===== src/hdl/prr_ram.sv =====
`default_nettype none
// ----------------------------------------------------------------------------
// prr_ram
// Generic single-port-write, single-port-read RAM with registered read.
// ----------------------------------------------------------------------------
module prr_ram #(
   parameter int WIDTH = 16,
   parameter int DEPTH = 256
) (
   input  wire logic                     clock,
   input  wire logic                     wr_en,
   input  wire logic [$clog2(DEPTH)-1:0] wr_addr,
   input  wire logic [WIDTH-1:0]         wr_data,
   input  wire logic [$clog2(DEPTH)-1:0] rd_addr,
   output logic      [WIDTH-1:0]         rd_data
);
   logic [WIDTH-1:0] mem [DEPTH];

   // Write, then register the read word
   always_ff @(posedge clock) begin
      if (wr_en) begin
         mem[wr_addr] <= wr_data;
      end
      rd_data <= mem[rd_addr];
   end
endmodule
`default_nettype wire


===== config.mk =====
export PLATFORM = sky130hd
export DESIGN_NAME = prr_ram
export DESIGN_NICKNAME = d
export VERILOG_FILES = /design/src/hdl/prr_ram.sv
export SDC_FILE = /design/constraint.sdc
export NUM_CORES = 2
export LEC_CHECK = 0
export ABC_AREA = 0
export BUFFER_PORTS_ARGS = -buffer_cell sky130_fd_sc_hd__buf_2
export CAP_MARGIN = 10
export CORE_MARGIN = 4
export CORE_UTILIZATION = 35
export DETAILED_ROUTE_END_ITERATION = 8
export GPL_TIMING_DRIVEN = 0
export SYNTH_ARGS = -nofsm -noshare
export SYNTH_HDL_FRONTEND = slang
export SYNTH_SLANG_ARGS = --single-unit

===== constraint.sdc =====
create_clock -name clock -period 3.5 [get_ports clock]
set_input_delay 0.525 -clock clock [delete_from_list [all_inputs] [get_ports clock]]
set_output_delay 0.525 -clock clock [all_outputs]
set_load 0.01 [all_outputs]

# After elaboration in Yosys (flattened, before gate mapping)
# Memories as Yosys holds them, arrays and structs flattened. A register that Yosys moved wholly into a read port is not among the register bits.
# Cells that the tools add are included.
classes:
  muxes: 2
ops:
  columns: ["op", "n"]
  rows:
  - ["two-way mux 1 bit", 2]
totals:
  mem_count: 1
  out_inout_bits: 16
  register_bits: 0
  ram_bits: 4096
memory_table:
  columns: ["name", "depth", "word_bits", "read_ports", "rd_ports_with_merged_regs", "write_ports", "line_no", "source"]
  rows:
  - ["mem", 256, 16, 1, 1, 1, "17", "logic [WIDTH-1:0] mem [DEPTH];"]

# Depth between registers and ports, before layout
logic_depth:
  word_depth: 2
  depth_mapped: 12
  depth_no_buf: 6

# Worst setup path before layout
# OpenSTA, ideal clock, no wires.
synth_path:
  path_type: "input -> register"
  from: "input port wr_addr[3]"
  to: "memory mem[235][0] (enable)"
  slack_ps: 810
  t_arrival_ps: 2302
  path_stages: 6
  setup_ps: 388
  t_required_ps: 3112
  cell_sequence: "clkbuf_1 -> nor2b_1 -> clkbuf_1 -> nand4_1 -> clkbuf_1 -> nor2_1"
synth_lines:
  columns: ["item", "line_no", "source"]
  rows:
  - ["start, declared", "12", "input wire logic [$clog2(DEPTH)-1:0] wr_addr,"]
  - ["end, declared", "17", null]
# No word-level cell before the write port.

==> metrics list <==
- Number of antenna violations at the first check in global routing: 36
- Endpoints failing setup: 16
- Delay contributed by the slowest stage of the critical path: 0.62 ns
- Clock Pin Slew Worst Setup and Hold Paths: 0.06 ns
- In this run the critical register-to-register path is launched from mem[3][4].
- The critical path starts at rd_addr[2].
- STA classifies the critical path startpoint as an input port.
* Critical register-to-register path endpoint: rd_data[4]
- Cell Pwr Density: 558.0 nW/um2
- Relative slew margins: 0.1281
- In this run the remaining antenna-violating nets after routing total 0.
- After the flow finishes, the layout carries non-filler instances totaling approximately 14000.
- Sequential cell fraction of total power: 0.525
* Area fraction in and, or, nand and nor cells after synthesis: 0.01574
- The H-tree was split into 5 levels.
* Number of search-and-repair iterations in the first detailed-routing pass: 6
* Global route total overflow: 0
- Of the available clock period, the critical path in the final layout requires 1.047.
- Die extent in y: 681.4 um
* Starting DRT DRC Count: 12440
- Largest net degree at the start of global routing: ~140
- Clock tree synthesis found a total of 4112 sinks.
- Vias in the first global route: between 80000 and 90000
- For the pin with the worst max-slew slack, the measured transition is 1.308 ns.
* Average wire length per cell after detail routing: ~35 um
- Clock share of power: 0.416
- Measured against the total synthesized area, the mux share comes to 0.1550.
* Final critical delay including setup and external delays: around 3.7 ns
- Post-DP HPWL: 348300 um
- The clock reaches the later pin of the worst-skew pair after 1.00 ns.
- Endpoint with the worst hold slack: mem[87][13]
* Share of the yosys chip area belonging to registers: 0.7770
* Routed vias: 82860
- In the global route stage, overall resource usage came out at 0.2119.
- Synthesis-to-finish area growth: 16.92%
- Global placer's final weighted congestion: 0.9770
* YS warnings: 0
- Counting flops with an async set or reset pin after synthesis yields a share of 0.
- Primary flip-flop cell chosen by synthesis mapping: edfxtp_1
- The synthesized design contains between 4000 and 5000 enable-type register cells.
- Number of nets produced by synthesis: 7394
- Total clock buffers created by CTS: 395
- In the final layout, the share of cells above drive strength 1 is 0.2834.
- The number of endpoints with negative hold slack in the final report was 0.
- Port buffering added 39 buffers.
* Fmax: 272.9 MHz
- After technology mapping, the gate count stands at 7360.
* Net count of the finished layout: 8093
- For this configuration, the core starts out at a cell density of 0.3510.
* Status: complete, but fails checks
- The floorplan has 247 rows.
* Final hold slack: 0.01686 ns
* Internal power: 0.08042 W
- Arrival @ worst endpoint: 4.50 ns
- After detailed routing, the number of remaining DRC violations is 0.
* Count of pins on the block boundary: 50
- The number of buffers and inverters on the critical path is 5.
* Die Outline Area: 464300 um2
* Clock tree from TritonCTS: yes
- The synthesized netlist occupies a cell area of 158700 um2.
- Max stage delay cell, worst path: clkbuf_2
- Worst min-delay path category: in2reg
* Xor/xnor share of the synthesized area: 0
* Via count normalized by instance count: 5.764
- Path depth of the worst reg2reg path: 6
* Number of max-slew violations in the final report: 0
- The final reports fail on negative setup slack.
* Area share of fa/ha/maj cells after synthesis: 0
* CORE AREA: 452100 um2
* Maximum clock path buffer count: 4
- The number of different library cells used by synthesis comes to 52.
- Series of cell instances along the critical path: buf_2 -> nand2b_1 -> buf_2 -> clkbuf_1 -> clkbuf_2 -> o221ai_1 -> o22ai_1 -> a22oi_1 -> nand3_1 -> nor4_1 -> buf_2
- Hold path start: wr_data[13]
- Setup repair after global routing missed its margin: true
- Setup slack on the critical path of the routed design comes to -0.1646 ns.
- Fraction of power spent switching nets: 0.2234
- The critical path is of the in2reg type.
* Post-Route Skew: approximately 0.070 ns
- For this design the static power due to leakage is 58.02 nW.
- Maximum vdd drop: 0.0004227 V
- The synthesized design spends more area on one cell type than any other, namely edfxtp_1.
- Along the worst hold path, the cell count comes to 1.
- STA classifies the critical path endpoint as a flip-flop.
* Yosys top cell area share: 0.7750
- Wires add up to about 500000 um.
- Cells taking the most area after synthesis: edfxtp_1, mux4_2, mux2i_1, o221ai_1, nor2_1
- Data on the critical path is required at its endpoint by 4.34 ns.
* DIE WIDTH: 681.4 um
- Largest family of logic cells by synthesized area: multiplexers
- In this run the worst path has a maximum fanout of 10.
- Switching pwr: approximately 0.023 W
* Max cap viols: 0
* Number of cells after detailed placement: 13630
* Post-Syn Area per Cell: 21.56 um2
* Most used cell, CP: buf_2
- The tree is rooted in a clkbuf_16.
- Cell type group with the largest total delay on the critical path: buffers and inverters
- Of the total power, combinational logic draws 0.060.
* Post-synthesis compound-gate area fraction: 0.03537
* Number of synthesized register bits: 4112
- Fill cells in the final layout number around 40000.
- Setup slack on the worst reg-to-reg path comes out at 0.51 ns.
- Global-route wire length before repair: roughly 680000 um
==> power groups by stage <==
stage | Sequential (W) | Combinational (W) | Clock, W
floorplan | 0.0554 | 0.00268 | 0
global placement | 0.0556 | 0.00566 | 0
detailed placement | 0.0554 | 0.00600 | 0
CTS | 0.0543 | 0.00613 | 0.0435
global route | 0.0543 | 0.00633 | 0.0455
finish | 0.0543 | 0.00621 | 0.0430
==> cells in the mapped netlist (38+ instances only) <==
library cell	count
buf_6	77
nand2_1	38
mux2i_1	565
clkbuf_1	230
mux4_2	797
a22oi_1	43
o22ai_1	148
mux2_2	88
nor2_1	304
buf_2	76
edfxtp_1	4096
o221ai_1	252
a21oi_1	175
nor3_1	92
==> through the flow <==
step           worst slack, ns  utilization  cell area, um2  power (W)   TNS, ns
2_1_floorplan           0.8100            -          158700    0.05806         0
3_3_place_gp            -3.812       0.3680          166400    0.06124         -
3_5_place_dp            -2.972       0.3798          171700    0.06136   -446.17
4_1_cts               0.009194       0.4101          185400     0.1039         0
5_1_grt               -0.01196       0.4103          185500     0.1062  -0.01196
6_report               -0.1646       0.4104          185600     0.1036    -1.469
==> kinds of logic (layout without fill, tap and decap cells) <==
logic type      Yosys count  count (layout)
buf+inv                 456            1477
flops                  4112            4112
mux                    1450            1450
other cells               0              19
simple gates            556             556
compound gates          786             786
==> metal layers <==
layer	part of all wire	global-route usage	routed length, um	up-vias
met2	0.46	0.3301	231400	4950
met4	0.055	0.09685	27590	14
met5	0.00020	0	100	-
met1	0.37	0.2787	188200	44260
li1	-	-	-	32730
met3	0.11	0.05531	54560	899
==> placed cells by master (no fill, tap or decap), types with 35 or more instances in the layout <==
| cell type | n |
|---|---|
| clkbuf_1 | 202 |
| buf_2 | 101 |
| clkbuf_2 | 83 |
| buf_8 | 179 |
| mux2i_1 | 565 |
| clkbuf_16 | 398 |
| nor2_1 | 56 |
| mux2_2 | 88 |
| edfxtp_1 | 4096 |
| a21oi_1 | 174 |
| nand2_1 | 38 |
| nor2_2 | 240 |
| o22ai_1 | 147 |
| clkinv_1 | 83 |
| nor3_1 | 67 |
| bufinv_16 | 44 |
| nand3_1 | 35 |
| o221ai_1 | 247 |
| a22oi_1 | 40 |
| mux4_2 | 797 |
| buf_6 | 92 |
| buf_16 | 59 |
| buf_4 | 46 |
| clkinv_2 | 86 |
==> flip-flops by register name, summed over array words and instances, names as in the netlist <==
register,count
rd_data,16
mem,4096
==> worst register-to-register path, cell delays in order, from the launching register on <==
cell and delay, ns:
edfxtp_1 0.37, mux4_2 0.49, mux2_2 0.29, a22oi_1 0.53, nand2_1 0.22, o32ai_4 0.69, nor4_2 0.21
==> what timing repair did <==
| item | 4_1_cts | 5_1_grt |
|---|---|---|
| endpoints found under the setup margin | 16 | 16 |
| hold buffers | 9 | 0 |
| pin swaps | 1 | 0 |
| gates resized for setup | 180 | 59 |
| endpoints found under the hold margin | 243 | 0 |
| setup buffers | 0 | 0 |
==> cell type report <==
class / count / area, um2 / area share
clock inverter: 258 / 2708 / 0.01459
tap: 5976 / 7477 / 0.04029
timing repair buffer: 304 / 4896 / 0.02638
sequential: 4112 / 123300 / 0.6646
clock buffer: 461 / 10200 / 0.05495
buffer: 450 / 2898 / 0.01562
multi-input combinational: 2792 / 34010 / 0.1833
inverter: 4 / 17.52 / 0.00009440
antenna: 19 / 47.55 / 0.0002562
==> how the worst max path moves through the flow <==
stage	endpoint	cells past startpoint
floorplan	mem[235][0]	6
global placement	rd_data[1]	9
detailed placement	rd_data[6]	8
CTS	rd_data[14]	12
global route	rd_data[15]	11
finish	rd_data[8]	11
(Power assumes the default switching activity.)
