File: src/hdl/prr_pkg.sv
`default_nettype none
// ----------------------------------------------------------------------------
// prr_pkg
// Shared types and constants of the polyphase rational resampler.
// ----------------------------------------------------------------------------
package prr_pkg;

   localparam int SAMPLE_W = 16;
   localparam int COEF_AW  = 12;
   localparam int TAPCNT_W = 9;
   localparam int PHCNT_W  = 5;
   localparam int WHOLE_W  = 8;
   localparam int FRAC_W   = 4;
   localparam int SKIP_W   = 9;
   localparam int CHAN_W   = 3;
   localparam int ACC_W    = 48;
   localparam int RES_CAP  = 16;
   localparam int RND_SHIFT = 15;

   localparam logic [1:0] REG_TAP_COUNT   = 2'd0;
   localparam logic [1:0] REG_PHASE_COUNT = 2'd1;
   localparam logic [1:0] REG_STEP_WHOLE  = 2'd2;
   localparam logic [1:0] REG_STEP_FRAC   = 2'd3;

   localparam logic KIND_COEF   = 1'b0;
   localparam logic KIND_SAMPLE = 1'b1;

   localparam logic signed [SAMPLE_W-1:0] SAT_MAX = 16'sd32767;
   localparam logic signed [SAMPLE_W-1:0] SAT_MIN = -16'sd32768;

   // Multiply-accumulate step handed down the cell row
   typedef struct packed {
      logic                       valid;
      logic                       first;
      logic                       final_tap;
      logic signed [SAMPLE_W-1:0] x;
      logic signed [SAMPLE_W-1:0] c;
   } mac_op_type;

endpackage
`default_nettype wire

File: src/hdl/prr_mac_cell.sv
`default_nettype none
// ----------------------------------------------------------------------------
// prr_mac_cell
// One cell of the MAC row: it multiplies, or accumulates when is_adder is set.
// Each cell registers its work and hands it to the neighbor every cycle.
// ----------------------------------------------------------------------------
module prr_mac_cell (
   input  wire logic                               clock,
   input  wire logic                               reset,
   input  wire logic                               is_adder,
   input  wire prr_pkg::mac_op_type                op_in,
   input  wire logic signed [prr_pkg::ACC_W-1:0]   prod_in,
   output prr_pkg::mac_op_type                     op_out,
   output logic signed [prr_pkg::ACC_W-1:0]        data_out
);
   import prr_pkg::*;

   mac_op_type              op_ff;
   logic signed [ACC_W-1:0] data_ff, data_in;

   // Multiply in the first cell, accumulate in the second
   always_comb begin
      if (!is_adder) begin
         data_in = ACC_W'(op_in.x * op_in.c);
      end else if (op_in.first) begin
         data_in = prod_in;
      end else begin
         data_in = data_ff + prod_in;
      end
   end

   always_ff @(posedge clock) begin
      if (reset) begin
         op_ff.valid <= 1'b0;
      end else begin
         op_ff.valid <= op_in.valid;
      end
      op_ff.first     <= op_in.first;
      op_ff.final_tap <= op_in.final_tap;
      op_ff.x         <= op_in.x;
      op_ff.c         <= op_in.c;
      if (op_in.valid) begin
         data_ff <= data_in;
      end
   end

   assign op_out   = op_ff;
   assign data_out = data_ff;
endmodule
`default_nettype wire

File: config.mk
export PLATFORM = sky130hd
export DESIGN_NAME = prr_mac_cell
export DESIGN_NICKNAME = d
export VERILOG_FILES = /design/src/hdl/prr_pkg.sv /design/src/hdl/prr_mac_cell.sv
export SDC_FILE = /design/constraint.sdc
export NUM_CORES = 1
export LEC_CHECK = 0
export ABC_AREA = 1
export BUFFER_PORTS_ARGS = -buffer_cell sky130_fd_sc_hd__buf_2
export CAP_MARGIN = 40
export CORE_ASPECT_RATIO = 0.75
export CORE_MARGIN = 1.5
export CORE_UTILIZATION = 55
export CTS_CLUSTER_DIAMETER = 200
export DETAILED_ROUTE_END_ITERATION = 10
export PLACE_DENSITY = 0.71
export SLEW_MARGIN = 0
export SYNTH_ARGS = -nofsm -noshare
export SYNTH_HDL_FRONTEND = slang
export SYNTH_SLANG_ARGS = --single-unit
File: constraint.sdc
create_clock -name clock -period 9.75 [get_ports clock]
set_input_delay 0.4875 -clock clock [delete_from_list [all_inputs] [get_ports clock]]
set_output_delay 0.4875 -clock clock [all_outputs]
set_load 0.05 [all_outputs]
# [Word-level counts from Yosys, hierarchy flattened]
# Cells that the tools add are included.
[word_totals] register_bits=83 in_bits=86 word_cells=10
[op_classes] addsub=1 multipliers=1 n_mux=2
[op_table] operator="2-to-1 mux 48 bit" n=2
[op_table] operator="adder 48 bit" n=1
[op_table] operator="multiplier 16 x 16 -> 32 bit" n=1

# [Depth between registers and ports, before layout]
# Gate-level depths: netlist of run 1.
[logic_depth] word_depth=3 ltp_mapped=27 ltp_nobuf=24

# [Worst setup path after synthesis of run 1]
# OpenSTA, ideal clock, no wires.
[synth_timing] path_kind="input to register" startpoint="input op_in[5] in the netlist's numbering" endpoint="register data_ff[46] (netlist: data_out[46]) (data pin)" setup_time_ns=0.252 t_arrival_ns=5.800 setup_slack_ns=3.698 stages=25 path_cell_list="clkbuf_1 clkbuf_1 nand2_1 fa_1 inv_1 fa_1 fa_1 fa_1 fa_1 inv_1 fa_1 inv_1 ha_1 nand2_1 inv_1 nand2_1 inv_1 a21oi_1 or2_1 nand2_1 nor2_1 nand3_2 nand3_4 buf_6 nand2_1"
[synth_between] elab_chain_cells=2
[synth_rtl] item="start, declared" line_no="prr_mac_cell.sv:11" text="input wire prr_pkg::mac_op_type op_in,"
[synth_rtl] item="multiplier 16 x 16 -> 32 bit" line_no="prr_mac_cell.sv:24" text="data_in = ACC_W'(op_in.x * op_in.c);"
[synth_rtl] item="2-to-1 mux 48 bit" line_no="prr_mac_cell.sv:23" text="if (!is_adder) begin"
[synth_rtl] item="named net data_in[46]" line_no="prr_mac_cell.sv:19" text="logic signed [ACC_W-1:0] data_ff, data_in;"
[synth_rtl] item="end signal, assigned" line_no="prr_mac_cell.sv:43" text="data_ff <= data_in;"
[synth_rtl] item="end, declared" line_no="prr_mac_cell.sv:19"
# The timed path passes the listed nets, and every way through them passes these cells.
# A chain may end at the register's enable or synchronous reset.

# [Worst setup path in the final report of run 1]
[layout_timing] startpoint="input op_in[1] in the netlist's numbering" endpoint="register data_ff[30] (netlist: data_out[30]) (data pin)"
# The elaborated chain is that of the path after synthesis.

==> results of run 1 <==
==> metal layers <==
metal | GRT usage [%] | part of all wire (%)
met4 | 7.60 | 1.8
met5 | 1.35 | 0.11
met2 | 51.0 | 41
met1 | 50.4 | 46
met3 | 8.94 | 11
==> per-stage QoR <==
step / hold WS (ns) / setup WS, ns
after floorplan: 0.515 / 3.70
after global placement: 0.593 / 3.11
after detailed placement: 0.592 / 3.13
after CTS: 0.202 / 3.49
after global routing: 0.206 / 2.88
final: 0.206 / 3.21
==> critical path, stage by stage <==
cell	delay (ns)
buf_2	0.32
nand2_1	0.18
inv_1	0.15
fa_1	0.55
fa_1	0.90
fa_1	0.53
fa_1	0.50
fa_1	0.49
inv_1	0.05
fa_1	0.50
inv_1	0.06
ha_1	0.35
nand2_1	0.17
nor2_1	0.18
inv_1	0.11
nor3_1	0.43
nand3_1	0.38
nand2_1	0.14
nand2_1	0.06
nand3_1	0.06
o21ai_1	0.07
==> sequential cells by signal, indices dropped and copies added (netlist names) <==
register and cells:
data_out 48, op_out 35
==> synth_stat cells, drive strengths merged, types with 26 or more instances <==
library cell	n
dfxtp	35
nor2	192
inv	579
nand3	90
edfxtp	48
a21oi	116
clkbuf	71
fa	263
nand2	675
nand4	26
ha	129
o21ai	98
==> worst max path at each step <==
stage	startpoint	to	slack [ns]	cells after the start
after global routing	op_in[31]	data_out[30]	2.88	21
after global placement	op_in[1]	data_out[30]	3.11	21
after CTS	op_in[31]	data_out[30]	3.49	21
after floorplan	op_in[5]	data_out[46]	3.70	25
final	op_in[1]	data_out[30]	3.21	21
after detailed placement	op_in[31]	data_out[30]	3.13	21
==> final cells by class <==
cell class                      instances  area, sq um  share of cell area (%)
Multi-Input combinational cell       1687        12600                    67.8
Inverter                              580         2180                    11.7
Sequential cell                        83         2140                    11.5
Timing Repair Buffer                  171          863                    4.65
Tap cell                              399          499                    2.69
Clock buffer                           11          264                    1.42
Clock inverter                          5         42.5                   0.229
==> kinds of logic (layout without fill, tap and decap cells) <==
| group | after synthesis | after routing | synth area share (%) |
|---|---|---|---|
| and+or+nand+nor | 1015 | 1015 | 23.8 |
| xor gates and xnor gates | 32 | 32 | 1.63 |
| DFF | 83 | 83 | 12.5 |
| adders and majority gates | 392 | 392 | 40.0 |
| buffers and inverters | 657 | 767 | 14.4 |
| AOI/OAI and AO/OA | 248 | 248 | 7.77 |
==> run metrics, run 1 <==
per-cell via count in the routed design roughly 5.4; floorplan die width 207 um; Hold Crit Endpoint op_out[32]; total of max-cap violations 0; number of rows created at floorplan between 50 and 60; CTS clock-pin slew for the worst setup and hold paths 0.07 ns; startpoint of the tightest hold check path op_in[32]; Post-CTS Resized 0; setup violation total in the final timing report 0; post-layout min period 6.54 ns; Post-layout nets 3010; hold-critical path depth 1; Area Overhead vs Synth 7.97%; Setup TNS 0 ns; Crit Path Max Fanout 17; RR Endpoint data_out[42]; commonest non-fill, non-tap cells in the layout nand2_1 (670), inv_1 (578), fa_1 (263), nor2_1 (191), buf_2 (168); RSZ-0062 raised after global routing false; die area 32400 sq um; count of synthesis-stage warnings from yosys 0; Hold Crit Class input pin to register; # Post-CTS Setup Buffers 0; actual slew at the worst max-slew pin 0.901 ns; htree depth 3; wire length of the first global-routing pass 85400 um; global router's overall resource usage 34.4%; Final Hold Viols 0; Yosys reg bits 83; ys async rst share 0%; TritonCTS Sinks 83; largest buffer count on any clock path 2; ranking of synthesized cells by area fa_1 (31%), nand2_1 (15%), inv_1 (13%), ha_1 (9.4%), edfxtp_1 (8.4%); reg2reg path depth 15; Arrival @ worst endpoint 6.67 ns; initial standard-cell utilization of the core 56.4%; proportion of netlist area held by the largest area contributor a little under a third; startpoint class of the critical path input pin; post-layout instance area 18600 sq um; crit path capture type register; n_diodes 0; setup slack on the worst flop-to-flop path 6.63 ns; Post-Syn Nets between 2000 and 3000; status complete, but fails checks; count of filler cells inserted in the layout roughly 2800; Die Y 156 um; gr ovfl total 0; number of distinct library cells after synthesis 40; setup clock skew after layout roughly 0.018 ns; detailed-route DRC error count 14; top-level port count 169; most frequently used flop master after synthesis edfxtp_1; CTS Hold Bufs 0; routability-driven placement congestion ratio about 1.0; mean routed wirelength per cell 18.0 um; cell type contributing the most total cell area after synthesis fa_1; largest net degree at the start of global routing 77; share of final-layout standard cells stronger than drive strength 1 8.32%; count of pins over their slew limit 0; clock root buffer clkbuf_16; number of buffers inserted during clock tree synthesis 9; Max Clock Freq 153 MHz; total iterations of the first detailed-routing run 9; failing checks DRC; detailed router's first-iteration violation count 1741; post-synthesis instance total 2427; placed instance count about 3000; R2R Path Start data_out[0]; Core ar. 30500 sq um; vias in the first global route ~16000; register area share after synthesis 12.5%; required arrival time at the worst endpoint 9.88 ns; number of antenna violations at the first check in global routing 0; CTS tree yes; post-layout instance count excluding filler cells 2936; synthesized area divided by synthesized cell count 7.09 sq um; worst rel slew slack between 30% and 40%; detailed placer's ending HPWL around 44000 um; Post-synth EDFFs between 40 and 50; category of the critical setup timing path input pin to register; placed cell area 18300 sq um; insertion delay of the later-clocked pin in the worst-skew pair just under 0.4 ns; Util after Layout roughly 61%; total vias in the final route 15929; antenna viol nets, final 0; IO buf count approximately 170; wire length reported by the detailed router 53000 um; total standard cell area after synthesis 17200 sq um; most common cell after layout, fill and taps aside nand2_1; part of the cycle the worst path needs around two thirds
Power of run 1 is not shown: default switching activity piles up to over one toggle a cycle in this logic, so the estimate is an artifact.
==> run 2, diff against run 1 <==
- ABC_AREA: 1 -> 0
- PLACE_DENSITY: 0.71 -> 0.72
- clock period: 9.75 -> 6.6 ns (I/O delays scaled with it)
==> run 2 against run 1 <==
  * Critical path depth is 2 higher
  * Hold slack worse by 0.15 ns
  * Global-route usage down 6.2 points
  * The flow now finishes without violations
  * Critical endpoint is now data_out[31]
  * Final cell count decreased by 25%
  * Sequential cell count did not move
  * First-iteration DRC count down 53%
  * Synthesized cell count is 30% lower
  * Area after synthesis shrank 10%
  * Non-clock buffer count increased by 18
==> run metrics, run 2 <==
most used standard cell by instance count after synthesis inv_1 (was nand2_1); vias in the first global route 12880 (was 15941); proportion of netlist area held by the largest area contributor 34.1% (was 30.6%); wire length reported by the detailed router 38200 um (was 53000 um); mean routed wirelength per cell 17.4 um (was 18.0 um); die area 29100 sq um (was 32400 sq um); number of distinct library cells after synthesis 63 (was 40); multiplexer fraction of the synthesized cell area 0.860% (was 0%); clock root buffer clkbuf_16 (unchanged); Post-Syn Nets 2184 (was 2905); setup slack after layout 0.460 ns (was 3.21 ns); ys async rst share 0% (unchanged); Core ar. 27300 sq um (was 30500 sq um); initial standard-cell utilization of the core 56.6% (was 56.4%); register area share after synthesis 13.9% (was 12.5%); total iterations of the first detailed-routing run 5 (was 9); post-layout min period just over 6 ns; CTS Hold Bufs 0 (unchanged); Crit Path Max Fanout 17 (unchanged); commonest non-fill, non-tap cells in the layout inv_1 (296), fa_1 (263), nand2_1 (208), buf_2 (168), ha_1 (129) (was nand2_1 (670), inv_1 (578), fa_1 (263), nor2_1 (191), buf_2 (168)); htree depth 3 (unchanged); ranking of synthesized cells by instance count inv_1 (296), fa_1 (263), nand2_1 (208) (was nand2_1 (670), inv_1 (579), fa_1 (263)); Area Overhead vs Synth 9.70% (was 7.97%); worst rel slew slack 43.5% (was 39.9%); setup violation total in the final timing report 0 (unchanged); post-synthesis instance total 1706 (was 2427); number of rows created at floorplan 52 (was 55); most common cell after layout, fill and taps aside inv_1 (was nand2_1); cell type contributing the most total cell area after synthesis fa_1 (unchanged); count of filler cells inserted in the layout 2393 (was 2848); Post-Synth XOR/XNOR Area 4.20% (was 1.63%); largest buffer count on any clock path 2 (unchanged); number of antenna violations at the first check in global routing 1 (was 0); Setup TNS 0 ns (unchanged); wire length of the first global-routing pass 64300 um (was 85400 um); setup clock skew after layout 0.0113 ns (was 0.0176 ns); total of max-cap violations 0 (unchanged); top-level port count 169 (unchanged); crit path capture type register (unchanged); total vias in the final route 12318 (was 15929); Adder-Cell Fraction of Synth Area 44.6% (was 40.0%); status completed (was complete, but fails checks); gr ovfl total 0 (unchanged); total standard cell area after synthesis 15400 sq um (was 17200 sq um); placement-stage worst setup slack 0.0595 ns (was 3.13 ns); per-cell via count in the routed design 5.60 (was 5.43); post-synthesis simple-gate area fraction 15.4% (was 23.8%); startpoint class of the critical path input pin (unchanged); detailed-route DRC error count 0 (was 14); floorplan die width 196 um (was 207 um); routability-driven placement congestion ratio 0.929 (was 1.04); global router's overall resource usage 28.2% (was 34.4%); Die Y 148 um (was 156 um); largest net degree at the start of global routing 68 (was 77); actual slew at the worst max-slew pin 0.844 ns (was 0.901 ns); number of buffers inserted during clock tree synthesis 9 (unchanged); number of flip-flops in the largest register 48 (unchanged); Post-layout nets 2319 (was 3010); count of pins over their slew limit 0 (unchanged); detailed placer's ending HPWL 30500 um (was 44300 um); part of the cycle the worst path needs between 90% and 100%; Hold Crit Class input pin to register (unchanged); combinational family with the most area after synthesis adder cells (unchanged); count of synthesis-stage warnings from yosys 0 (unchanged); CTS clock-pin slew for the worst setup and hold paths 0.08 ns (was 0.07 ns); Post-synth EDFFs 48 (unchanged); synthesized area divided by synthesized cell count 9.04 sq um (was 7.09 sq um); CTS tree yes (unchanged); detailed router's first-iteration violation count 818 (was 1741); insertion delay of the later-clocked pin in the worst-skew pair 0.38 ns (was 0.39 ns); antenna viol nets, final 0 (unchanged); Yosys reg bits 83 (unchanged); required arrival time at the worst endpoint 6.71 ns (was 9.88 ns); share of final-layout standard cells stronger than drive strength 1 12.0% (was 8.32%); ranking of synthesized cells by area fa_1 (34%), ha_1 (10%), edfxtp_1 (9.3%), inv_1 (7.2%), nand2_1 (5.1%) (was fa_1 (31%), nand2_1 (15%), inv_1 (13%), ha_1 (9.4%), edfxtp_1 (8.4%)); Final Hold Viols 0 (unchanged); Max Clock Freq 163 MHz; TritonCTS Sinks 83 (unchanged); category of the critical setup timing path input pin to register (unchanged); # Post-CTS Setup Buffers 0 (unchanged); IO buf count 168 (unchanged); share of the synthesized area in compound gates (AO/OA/AOI/OAI) 12.2% (was 7.77%); Arrival @ worst endpoint 6.25 ns (was 6.67 ns); Post-CTS Resized 0 (unchanged); most frequently used flop master after synthesis edfxtp_1 (unchanged); RSZ-0062 raised after global routing false (unchanged)
==> run 2: cell count changes after synthesis, moves of 25 or more <==
cell / before / now
nand2_1: 670 / 208
inv_1: 579 / 296
nor2_1: 191 / 57
and2_1: 2 / 124
nand3_1: 86 / 20
a21o_1: 5 / 45
o21ai_0: 93 / 64
xnor2_1: 15 / 40
==> run 2: worst max-delay path, cell delays in order <==
cell and delay [ns]:
buf_2 0.22, nand2_1 0.16, inv_1 0.09, fa_1 0.74, fa_1 0.50, fa_1 0.51
fa_1 0.50, fa_1 0.49, inv_1 0.05, fa_1 0.47, inv_1 0.04, ha_1 0.27
a21o_1 0.18, a21oi_1 0.16, o21bai_1 0.08, a2111oi_0 0.37, o21ai_0 0.18, nand2_1 0.15
nand3_1 0.12, and4_1 0.24, nor2_2 0.14, buf_12 0.16, o211ai_1 0.09
==> run 2: worst paths after layout <==
check / startpoint / endpoint / slack [ns] / cells after the start
max: op_in[1] / data_out[31] / 0.46 / 23
min: op_in[32] / op_out[32] / 0.05 / 1
min reg2reg: data_out[47] / data_out[47] / 0.83 / 3
max reg2reg: data_out[0] / data_out[46] / 3.05 / 13
==> run 2: per-stage QoR <==
stage	area, sq um	util [%]	instances	hold slack (ns)
3_3_place_gp	16600	60.9	2181	0.433
5_1_grt	16900	62.1	2198	0.0472
4_1_cts	16900	62.0	2197	0.0506
6_report	16900	62.1	2198	0.0525
2_1_floorplan	15400	-	1706	0.358
3_5_place_dp	16600	60.9	2181	0.441
==> run 2: area by class of cell <==
type	instances	area [sq um]	area share, %
Multi-Input combinational cell	1261	11900	70.4
Sequential cell	83	2140	12.7
Inverter	297	1110	6.59
Timing Repair Buffer	189	1010	5.98
Tap cell	351	439	2.60
Clock buffer	9	225	1.33
Clock inverter	7	76.3	0.451
Antenna cell	1	2.50	0.0148
==> run 2: cells by family after synthesis <==
| family | after synthesis |
|---|---|
| buffers and inverters | 362 |
| flip-flops | 83 |
| AND/OR/NAND/NOR | 486 |
| adder cells (fa/ha/maj) | 392 |
| XOR/XNOR | 74 |
| AO/OA/AOI/OAI | 296 |
| multiplexers | 13 |
==> run 2: routing by layer <==
| layer | vias to the layer above | wire (um) | global-route usage [%] |
|---|---|---|---|
| li1 | 5731 | - | - |
| met2 | 402 | 18300 | 47.0 |
| met3 | 37 | 2400 | 4.15 |
| met5 | - | 0 | 0 |
| met4 | 0 | 723 | 7.31 |
| met1 | 6148 | 16800 | 38.7 |
Power of run 2 is left out for the same reason.
